File: config.mk
export PLATFORM = sky130hd
export DESIGN_NAME = pds_ctrl
export DESIGN_NICKNAME = d
export VERILOG_FILES = /design/src/rtl/pds_pkg.sv /design/src/rtl/pds_ctrl.sv
export SDC_FILE = /design/constraint.sdc
export NUM_CORES = 1
export LEC_CHECK = 0
export ABC_AREA = 1
export BUFFER_PORTS_ARGS = -buffer_cell sky130_fd_sc_hd__buf_2
export CORE_ASPECT_RATIO = 0.75
export CORE_MARGIN = 5
export CORE_UTILIZATION = 44
export DETAILED_ROUTE_END_ITERATION = 8
export PLACE_DENSITY = 0.62
export SYNTH_ARGS = -nofsm -noshare
export SYNTH_HDL_FRONTEND = slang
export SYNTH_SLANG_ARGS = --single-unit
export TNS_END_PERCENT = 50
File: constraint.sdc
create_clock -name clk -period 3.44 [get_ports clk]
set_input_delay 0.86 -clock clk [delete_from_list [all_inputs] [get_ports clk]]
set_output_delay 0.86 -clock clk [all_outputs]
set_load 0.02 [all_outputs]
File: src/rtl/pds_pkg.sv
`default_nettype none
// ----------------------------------------------------------------------------
// pds_pkg
// Shared types, register indexes and lane arithmetic for the 2x2 downscaler.
// ----------------------------------------------------------------------------
package pds_pkg;

	localparam int CH_W   = 8;   // input / output channel
	localparam int QTR_W  = 6;   // quartered channel
	localparam int PAIR_W = 7;   // sum of two quarters
	localparam int CFG_W  = 12;  // configuration data

	localparam int QTRS_W = 3 * QTR_W;
	localparam int PAIRS_W = 3 * PAIR_W;

	typedef logic [0:0] cfg_idx_t;
	localparam cfg_idx_t CFG_IDX_WIDTH  = 1'b0;
	localparam cfg_idx_t CFG_IDX_HEIGHT = 1'b1;

	typedef logic [QTRS_W-1:0]  qtrs_t;
	typedef logic [PAIRS_W-1:0] pairs_t;

	// per-position control handed from the position counters to the datapath
	typedef struct packed {
		logic store_wr;  // odd column of an even row
		logic store_rd;  // odd column of an odd row
		logic even_col;
		logic last;      // final output position of the frame
	} pos_t;

	function automatic qtrs_t quarter(input logic [CH_W-1:0] b, input logic [CH_W-1:0] g,
		input logic [CH_W-1:0] r);
		quarter = {r[CH_W-1:2], g[CH_W-1:2], b[CH_W-1:2]};
	endfunction

	function automatic pairs_t pair_add(input qtrs_t a, input qtrs_t b);
		pairs_t res;
		for (int k = 0; k < 3; k++) begin
			res[k*PAIR_W +: PAIR_W] = PAIR_W'(a[k*QTR_W +: QTR_W]) +
				PAIR_W'(b[k*QTR_W +: QTR_W]);
		end
		pair_add = res;
	endfunction

	function automatic logic [3*CH_W-1:0] total_add(input pairs_t a, input pairs_t b);
		logic [3*CH_W-1:0] res;
		for (int k = 0; k < 3; k++) begin
			res[k*CH_W +: CH_W] = CH_W'(a[k*PAIR_W +: PAIR_W]) +
				CH_W'(b[k*PAIR_W +: PAIR_W]);
		end
		total_add = res;
	endfunction

endpackage
`default_nettype wire

File: src/rtl/pds_ctrl.sv
`default_nettype none
// ----------------------------------------------------------------------------
// pds_ctrl
// Size registers and raster position counters; decodes what each word does.
// ----------------------------------------------------------------------------
module pds_ctrl #(
	parameter int MAX_WIDTH  = 2048,
	parameter int MAX_HEIGHT = 2048,
	parameter int AW         = 10
) (
	input  wire logic                       clk,
	input  wire logic                       arst_n,
	input  wire logic                       cfg_write,
	input  wire pds_pkg::cfg_idx_t          cfg_index,
	input  wire logic [pds_pkg::CFG_W-1:0]  cfg_data,
	input  wire logic                       advance,
	output      pds_pkg::pos_t              pos,
	output      logic [AW-1:0]              pair_idx
);

	// a 12-bit register can never exceed 4095
	localparam int WMAX = (MAX_WIDTH  < 4095) ? MAX_WIDTH  : 4095;
	localparam int HMAX = (MAX_HEIGHT < 4095) ? MAX_HEIGHT : 4095;
	localparam int WB = $clog2(WMAX + 1);
	localparam int HB = $clog2(HMAX + 1);
	localparam int CB = (WMAX > 2) ? $clog2(WMAX) : 1;
	localparam int RB = (HMAX > 2) ? $clog2(HMAX) : 1;

	logic [WB-1:0] width_q;
	logic [HB-1:0] height_q;
	logic [CB-1:0] col_q;
	logic [RB-1:0] row_q;

	logic [WB:0] col_p1, col_p2, w_ext;
	logic [HB:0] row_p1, row_p2, h_ext;
	logic        col_end, row_end, col_last, row_last;

	always_ff @(posedge clk or negedge arst_n) begin
		if (!arst_n) begin
			width_q  <= WB'(2);
			height_q <= HB'(2);
			col_q    <= '0;
			row_q    <= '0;
		end else if (cfg_write) begin
			// any register write restarts the frame
			col_q <= '0;
			row_q <= '0;
			case (cfg_index)
				pds_pkg::CFG_IDX_WIDTH: begin
					if (cfg_data < pds_pkg::CFG_W'(2))
						width_q <= WB'(2);
					else if (int'(cfg_data) > WMAX)
						width_q <= WB'(WMAX);
					else
						width_q <= WB'(cfg_data);
				end
				pds_pkg::CFG_IDX_HEIGHT: begin
					if (cfg_data < pds_pkg::CFG_W'(2))
						height_q <= HB'(2);
					else if (int'(cfg_data) > HMAX)
						height_q <= HB'(HMAX);
					else
						height_q <= HB'(cfg_data);
				end
				default: begin
				end
			endcase
		end else if (advance) begin
			if (col_end) begin
				col_q <= '0;
				row_q <= row_end ? '0 : RB'(row_p1);
			end else begin
				col_q <= CB'(col_p1);
			end
		end
	end

	always_comb begin
		w_ext  = (WB+1)'(width_q);
		h_ext  = (HB+1)'(height_q);
		col_p1 = (WB+1)'(col_q) + (WB+1)'(1);
		col_p2 = (WB+1)'(col_q) + (WB+1)'(2);
		row_p1 = (HB+1)'(row_q) + (HB+1)'(1);
		row_p2 = (HB+1)'(row_q) + (HB+1)'(2);
		col_end = (col_p1 == w_ext);
		row_end = (row_p1 == h_ext);
		// an odd position is last of the even-trimmed extent when one or two short
		col_last = col_end || (col_p2 == w_ext);
		row_last = row_end || (row_p2 == h_ext);
	end

	always_comb begin
		pos.even_col = ~col_q[0];
		pos.store_wr = col_q[0] & ~row_q[0];
		pos.store_rd = col_q[0] & row_q[0];
		pos.last     = col_last & row_last;
		pair_idx     = AW'(col_q >> 1);
	end

endmodule
`default_nettype wire

==> impl_metrics.tcl, run 1 <==
set metrics [dict create \
    status "complete, no violations" \
    first_global_vias 3532 \
    final_nets 624 \
    ctsHoldBuffers 0 \
    start_util_pct 45.6 \
    period_share_pct 96.8 \
    worstPathRequired_ns 2.58 \
    top_layer "met4" \
    cp-start-kind "flop" \
    async_flop_share_pct 100 \
    worst_slack_ns 0.109 \
    min_period_ns 3.33 \
    drive_above_1_share_pct 13.3 \
    crit_arrival_ns 2.47 \
    powerDensity_nw_per_um2 343 \
    place_ws_ns 0.355 \
    path_clk_slew_ns 0.10 \
    layout_commonest_cell "nand2_1" \
    die_w_um 115 \
    clockBufferDepth 2 \
    drv_slew 0 \
    core_area_um2 7950 \
    insertion_delay_ns 0.32 \
    cts_root_buf "clkbuf_8" \
    dieHeight_um 88.6 \
    synth-adder-area-share_pct 2.07 \
    synth-simple-area-share_pct 41.1 \
    synth_xor_area_share_pct 7.73 \
    rows 28 \
    critPathKind "reg2out" \
    drt_iter0_markers 311 \
    clkSinkCount 46 \
    synth_edf_count 0 \
    final_antenna_net_count 0 \
    ys_ff_latch 46 \
    r2r-start "col_q[1]$_DFFE_PN0P_" \
    synth_flop_cell "dfrtp_1" \
    setup_viol 0 \
    r2r_slack_ns 0.90 \
    dpl_cell_area_um2 3910 \
    crit_fanout 8 \
    fmax_mhz 300 \
    grt_pass1_wl_mm 17.9 \
    grt_overflow 0 \
    antenna-diode-count 0 \
    grt.total_usage_pct 22.8 \
    routed_wl_mm 10.7 \
    worst_pin_slew_ns 1.11 \
    path_delay_family "simple AND/OR/NAND/NOR gates" \
    power_leakage_nw 2.06 \
    fin_skew_ns 0.00935 \
    path_buf_inv 4 \
    hold-worst-slack_ns 0.529 \
    wl_met2_mm 4.07 \
    cts_tree "done" \
    cp_cell_sequence "ha_1 -> nand2_2 -> inv_1 -> nand3_1 -> nand2_1 -> inv_1 -> nand3_1 -> nor2_2 -> nand3_2 -> or2_2 -> nand2_1 -> nand2_1 -> inv_1 -> buf_2" \
    drc 0 \
    synth.cell_area_um2 3620 \
    hp-class "reg2reg" \
    ys_types 32 \
    worst-path-stages 14 \
    n_fill_cell 826 \
    finalInstanceArea_um2 4060 \
    max_cap_viol_count 0 \
    relSlewSlack_pct 25.9 \
    ios 31 \
    yosysSeqAreaShare_pct 31.8 \
    cts_inserted_buffers 5 \
    synthMuxAreaShare_pct 0 \
    wl_per_cell_um 15.1 \
    finalHoldViolCount 0 \
    synth-warning-count 0 \
    reg2reg_depth 13 \
    r2r-end "row_q[9]$_DFFE_PN0P_" \
    final_util_pct 51.0 \
    grt_max_degree 47 \
    critical-path-max-stage-delay_ns 0.48 \
    synth_compound_area_share_pct 7.80 \
    cpMaxStageDelayCell "dfrtp_2" \
    die_area_um2 10200 \
    routedLengthMet1_mm 5.54 \
    antenna_found_initial 0 \
    crit_path_end "pos[0]" \
    synthToLayoutAreaGrowth_pct 12.0 \
    htree_levels 2 \
    vias_per_cell 5.21 \
    avgSynthCellArea_um2 6.42 \
    critPathLaunch "col_q[1]$_DFFE_PN0P_" \
    gp_congestion 1.02 \
    dp_hpwl_mm 8.22 \
    port_buffers 30 \
    syn-num-nets 587 \
    syn-instance-count 564 \
    max-vdd-ir-drop_mv 0.227 \
    firstDrtPassIters 5 \
    vias 3685 \
    met3WireLength_mm 1.01 \
    synth_top_family_by_area "simple AND/OR/NAND/NOR gates" \
    critical_path.endpoint_type "output port" \
    layout_common_cells "193 x nand2_1, 70 x inv_1, 62 x nand3_1" \
]
-- what timing repair did --
action                                  CTS  global route
endpoints found under the setup margin    1             1
resized for setup                         1            10
pin swaps                                 0             0
buffers inserted                          0             3
-- worst min path at each step --
stage,from,to,slack (ns),depth (start not counted)
after global placement,width_q[0]$_DFFE_PN0P_,width_q[0]$_DFFE_PN0P_,0.49,2
after global routing,width_q[8]$_DFFE_PN0P_,width_q[8]$_DFFE_PN0P_,0.56,2
after floorplan,height_q[8]$_DFFE_PN0P_,height_q[8]$_DFFE_PN0P_,0.47,2
after detailed placement,width_q[8]$_DFFE_PN0P_,width_q[8]$_DFFE_PN0P_,0.50,2
final,height_q[7]$_DFFE_PN0P_,height_q[7]$_DFFE_PN0P_,0.53,2
after CTS,width_q[8]$_DFFE_PN0P_,width_q[8]$_DFFE_PN0P_,0.52,2
-- final cells by class --
class | instances | area (µm²) | area share [%]
multi-input combinational | 434 | 2140 | 52.8
clock buffer | 6 | 72.6 | 1.79
inverter | 71 | 267 | 6.57
clock inverter | 2 | 37.5 | 0.925
timing repair buffer | 43 | 248 | 6.10
sequential | 46 | 1160 | 28.6
tap | 105 | 131 | 3.24
-- registers in the layout, summed over array words and instances (netlist names) --
| register | cells |
|---|---|
| col_q | 11 |
| width_q | 12 |
| row_q | 11 |
| height_q | 12 |
-- metrics by stage --
| step | instances | power, mW | setup TNS (ns) |
|---|---|---|---|
| 2_1_floorplan | 564 | 0.854 | 0 |
| 3_3_place_gp | 696 | 0.964 | 0 |
| 3_5_place_dp | 696 | 0.967 | 0 |
| 4_1_cts | 704 | 1.40 | 0 |
| 5_1_grt | 707 | 1.48 | -0.0413 |
| 6_report | 707 | 1.39 | 0 |
-- report_power, final --
group	internal, mW	switching, mW	total (mW)
clock network	0.217	0.210	0.427
registers	0.582	0.0458	0.628
logic	0.127	0.212	0.339
-- worst register-to-register path: stages (launching register included) --
cell	delay (ns)
dfrtp_2	0.48
ha_1	0.25
nand2_2	0.14
inv_1	0.12
nand3_1	0.08
nand2_1	0.05
inv_1	0.06
nand3_1	0.11
nor2_2	0.13
nand3_2	0.10
o21bai_4	0.51
nand2_4	0.23
nand2_1	0.11
nand2_1	0.06
-- logic make-up (layout without fill, tap and decap cells) --
family	count (synthesis)	count (layout)
flops	46	46
fa+ha+maj	6	6
compound gates	50	50
xor+xnor	32	32
simple gates	346	346
buf+inv	84	122
-- cells in the mapped netlist (all sizes together), types with 2 or more instances --
| cell | number | share of area (%) |
|---|---|---|
| buf | 8 | 1.5 |
| nor2 | 63 | 7.4 |
| ha | 6 | 2.1 |
| nand2 | 199 | 21 |
| xor2 | 20 | 4.8 |
| o21ai | 27 | 3.7 |
| or2 | 3 | 0.52 |
| a31oi | 2 | 0.35 |
| dfrtp | 44 | 30 |
| o22ai | 3 | 0.52 |
| dfstp | 2 | 1.5 |
| nand3 | 64 | 9.1 |
| xnor2 | 12 | 2.9 |
| nand3b | 2 | 0.41 |
| clkbuf | 5 | 0.62 |
| nand4 | 13 | 2.2 |
| a21oi | 13 | 1.8 |
| inv | 71 | 7.4 |
| a22o | 2 | 0.48 |
-- routing by layer --
layer | track usage, % | up-vias
met5 | 0 | -
met4 | 5.22 | 0
met3 | 3.96 | 7
met2 | 30.9 | 140
met1 | 36.8 | 1678
li1 | - | 1860
Note: power is estimated with default switching activity, not from simulation.
==> inputs of run 2 (changes only) <==
ABC_CLOCK_PERIOD_IN_PS = 3440   (was unset)
REMOVE_ABC_BUFFERS = 1   (was unset)
==> run 2 against run 1 <==
Die area is the same. Register-to-register slack gained 0.20 ns. First-iteration DRC count is 19% higher. Clock skew down 0.00088 ns. Flip-flop and latch count stayed put. Global-route usage shrank 1.2 points. Critical path type unchanged. Via count is 0.41% lower. Worst hold slack got worse by 0.0064 ns. Non-clock buffer count is 1 lower. Fmax is 2.0% higher. Highest routed layer unchanged. Setup slack improved by 0.067 ns. Critical path depth did not move.
==> impl_metrics.tcl, run 2 (synthesized netlist as in run 1, its figures left out) <==
set metrics [dict create \
    status "complete, no violations" \
    power_leakage_nw 2.05 \
    core_area_um2 7950 \
    grt_overflow 0 \
    cpMaxStageDelayCell "dfrtp_2" \
    finalPower_mw 1.31 \
    relSlewSlack_pct 57.9 \
    dieHeight_um 88.6 \
    final_antenna_net_count 0 \
    port_buffers 30 \
    cts_root_buf "clkbuf_8" \
    antenna_found_initial 0 \
    max_cap_viol_count 0 \
    rsz0062_at_grt "no" \
    start_util_pct 45.6 \
    hp-class "reg2reg" \
    clkSinkCount 46 \
    drv_slew 0 \
    insertion_delay_ns 0.30 \
    period_share_pct 94.9 \
    dp_hpwl_mm 7.99 \
    htree_levels 2 \
    path_delay_family "simple AND/OR/NAND/NOR gates" \
    place_ws_ns 0.358 \
    vias_per_cell 5.21 \
    cp_cell_sequence "ha_1 -> nand2_2 -> inv_1 -> nand3_1 -> nand2_1 -> inv_1 -> nand3_1 -> nor2_1 -> nand3_2 -> or2_2 -> nand2_1 -> nand2_1 -> inv_1 -> buf_2" \
    powerDensity_nw_per_um2 325 \
    worst_pin_slew_ns 0.631 \
    grt_pass1_wl_mm 17.0 \
    n_fill_cell 787 \
    critical-path-max-stage-delay_ns 0.46 \
    reg2reg_depth 13 \
    place_inst 695 \
    cts_inserted_buffers 5 \
    layout_commonest_cell "nand2_1" \
    finalHoldViolCount 0 \
    drc 0 \
    fmax_mhz 306 \
    grt_max_degree 26 \
    firstDrtPassIters 5 \
    critical_path.endpoint_type "output port" \
    gp_congestion 0.989 \
    clockBufferDepth 2 \
    crit_fanout 7 \
    instances_no_fill 705 \
    grt.total_usage_pct 21.5 \
    max-vdd-ir-drop_mv 0.193 \
    worst-path-stages 14 \
    reg_top3 "height_q (12), width_q (12)" \
    drive_above_1_share_pct 12.7 \
    fin_tns_setup_ns 0 \
    cp-start-kind "flop" \
    fin_skew_ns 0.00847 \
    ios 31 \
    setup_viol 0 \
    cts_tree "done" \
    final_nets 623 \
    min_period_ns 3.26 \
    antenna-diode-count 0 \
    path_clk_slew_ns 0.08 \
    crit_arrival_ns 2.40 \
    layout_common_cells "193 x nand2_1, 71 x inv_1, 62 x nand3_1" \
    final_util_pct 50.6 \
    path_buf_inv 4 \
    rows 28 \
    synthToLayoutAreaGrowth_pct 11.0 \
    wl_per_cell_um 14.8 \
    worst_slack_ns 0.176 \
    ctsHoldBuffers 0 \
    hold_depth 2 \
    vias 3670 \
    drt_iter0_markers 369 \
    die_w_um 115 \
    worstPathRequired_ns 2.58 \
    first_global_vias 3304 \
    critPathKind "reg2out" \
    die_area_um2 10200 \
    routed_wl_mm 10.4 \
]
run 2: metrics by stage:
step	hold slack, ns	area [µm²]
after detailed placement	0.502	3900
after global routing	0.555	4020
final	0.523	4020
after CTS	0.525	3980
after floorplan	0.473	3550
after global placement	0.496	3900
run 2: layout make-up:
| cell class | count | area, µm² | area share [%] |
|---|---|---|---|
| tap | 105 | 131 | 3.27 |
| multi-input combinational | 434 | 2140 | 53.2 |
| inverter | 71 | 267 | 6.63 |
| sequential | 46 | 1160 | 28.8 |
| timing repair buffer | 42 | 240 | 5.97 |
| clock buffer | 7 | 86.3 | 2.15 |
run 2: final timing paths:
check	slack, ns	startpoint	endpoint
min	0.52	width_q[0]$_DFFE_PN0P_	width_q[0]$_DFFE_PN0P_
max	0.18	col_q[1]$_DFFE_PN0P_	pos[0]
min reg2reg	0.52	width_q[0]$_DFFE_PN0P_	width_q[0]$_DFFE_PN0P_
max reg2reg	1.10	col_q[1]$_DFFE_PN0P_	row_q[4]$_DFFE_PN0P_
min in group asynchronous	0.57	arst_n	col_q[6]$_DFFE_PN0P_
max in group asynchronous	2.13	arst_n	width_q[8]$_DFFE_PN0P_
run 2: worst reg2reg max path, stage by stage, from the launching register on:
cell      delay [ns]
dfrtp_2         0.46
ha_1            0.24
nand2_2         0.12
inv_1           0.13
nand3_1         0.09
nand2_1         0.05
inv_1           0.04
nand3_1         0.08
nor2_1          0.14
nand3_2         0.11
o21bai_4        0.33
buf_4           0.30
nand3_1         0.10
nand2_1         0.08
run 2: what timing repair did:
item	in CTS	in global routing
gates resized for setup	0	8
buffers inserted	0	3
endpoints found under the setup margin	0	1
run 2: where the power goes:
part | switching [mW] | internal, mW | total [mW]
Clock | 0.190 | 0.160 | 0.350
Sequential | 0.0462 | 0.583 | 0.629
Combinational | 0.204 | 0.123 | 0.327
run 2: routing by layer:
layer	track usage, %	routed length [µm]
met1	35.1	5500
met2	29.8	4120
met3	3.08	742
met4	4.16	86
met5	0	0
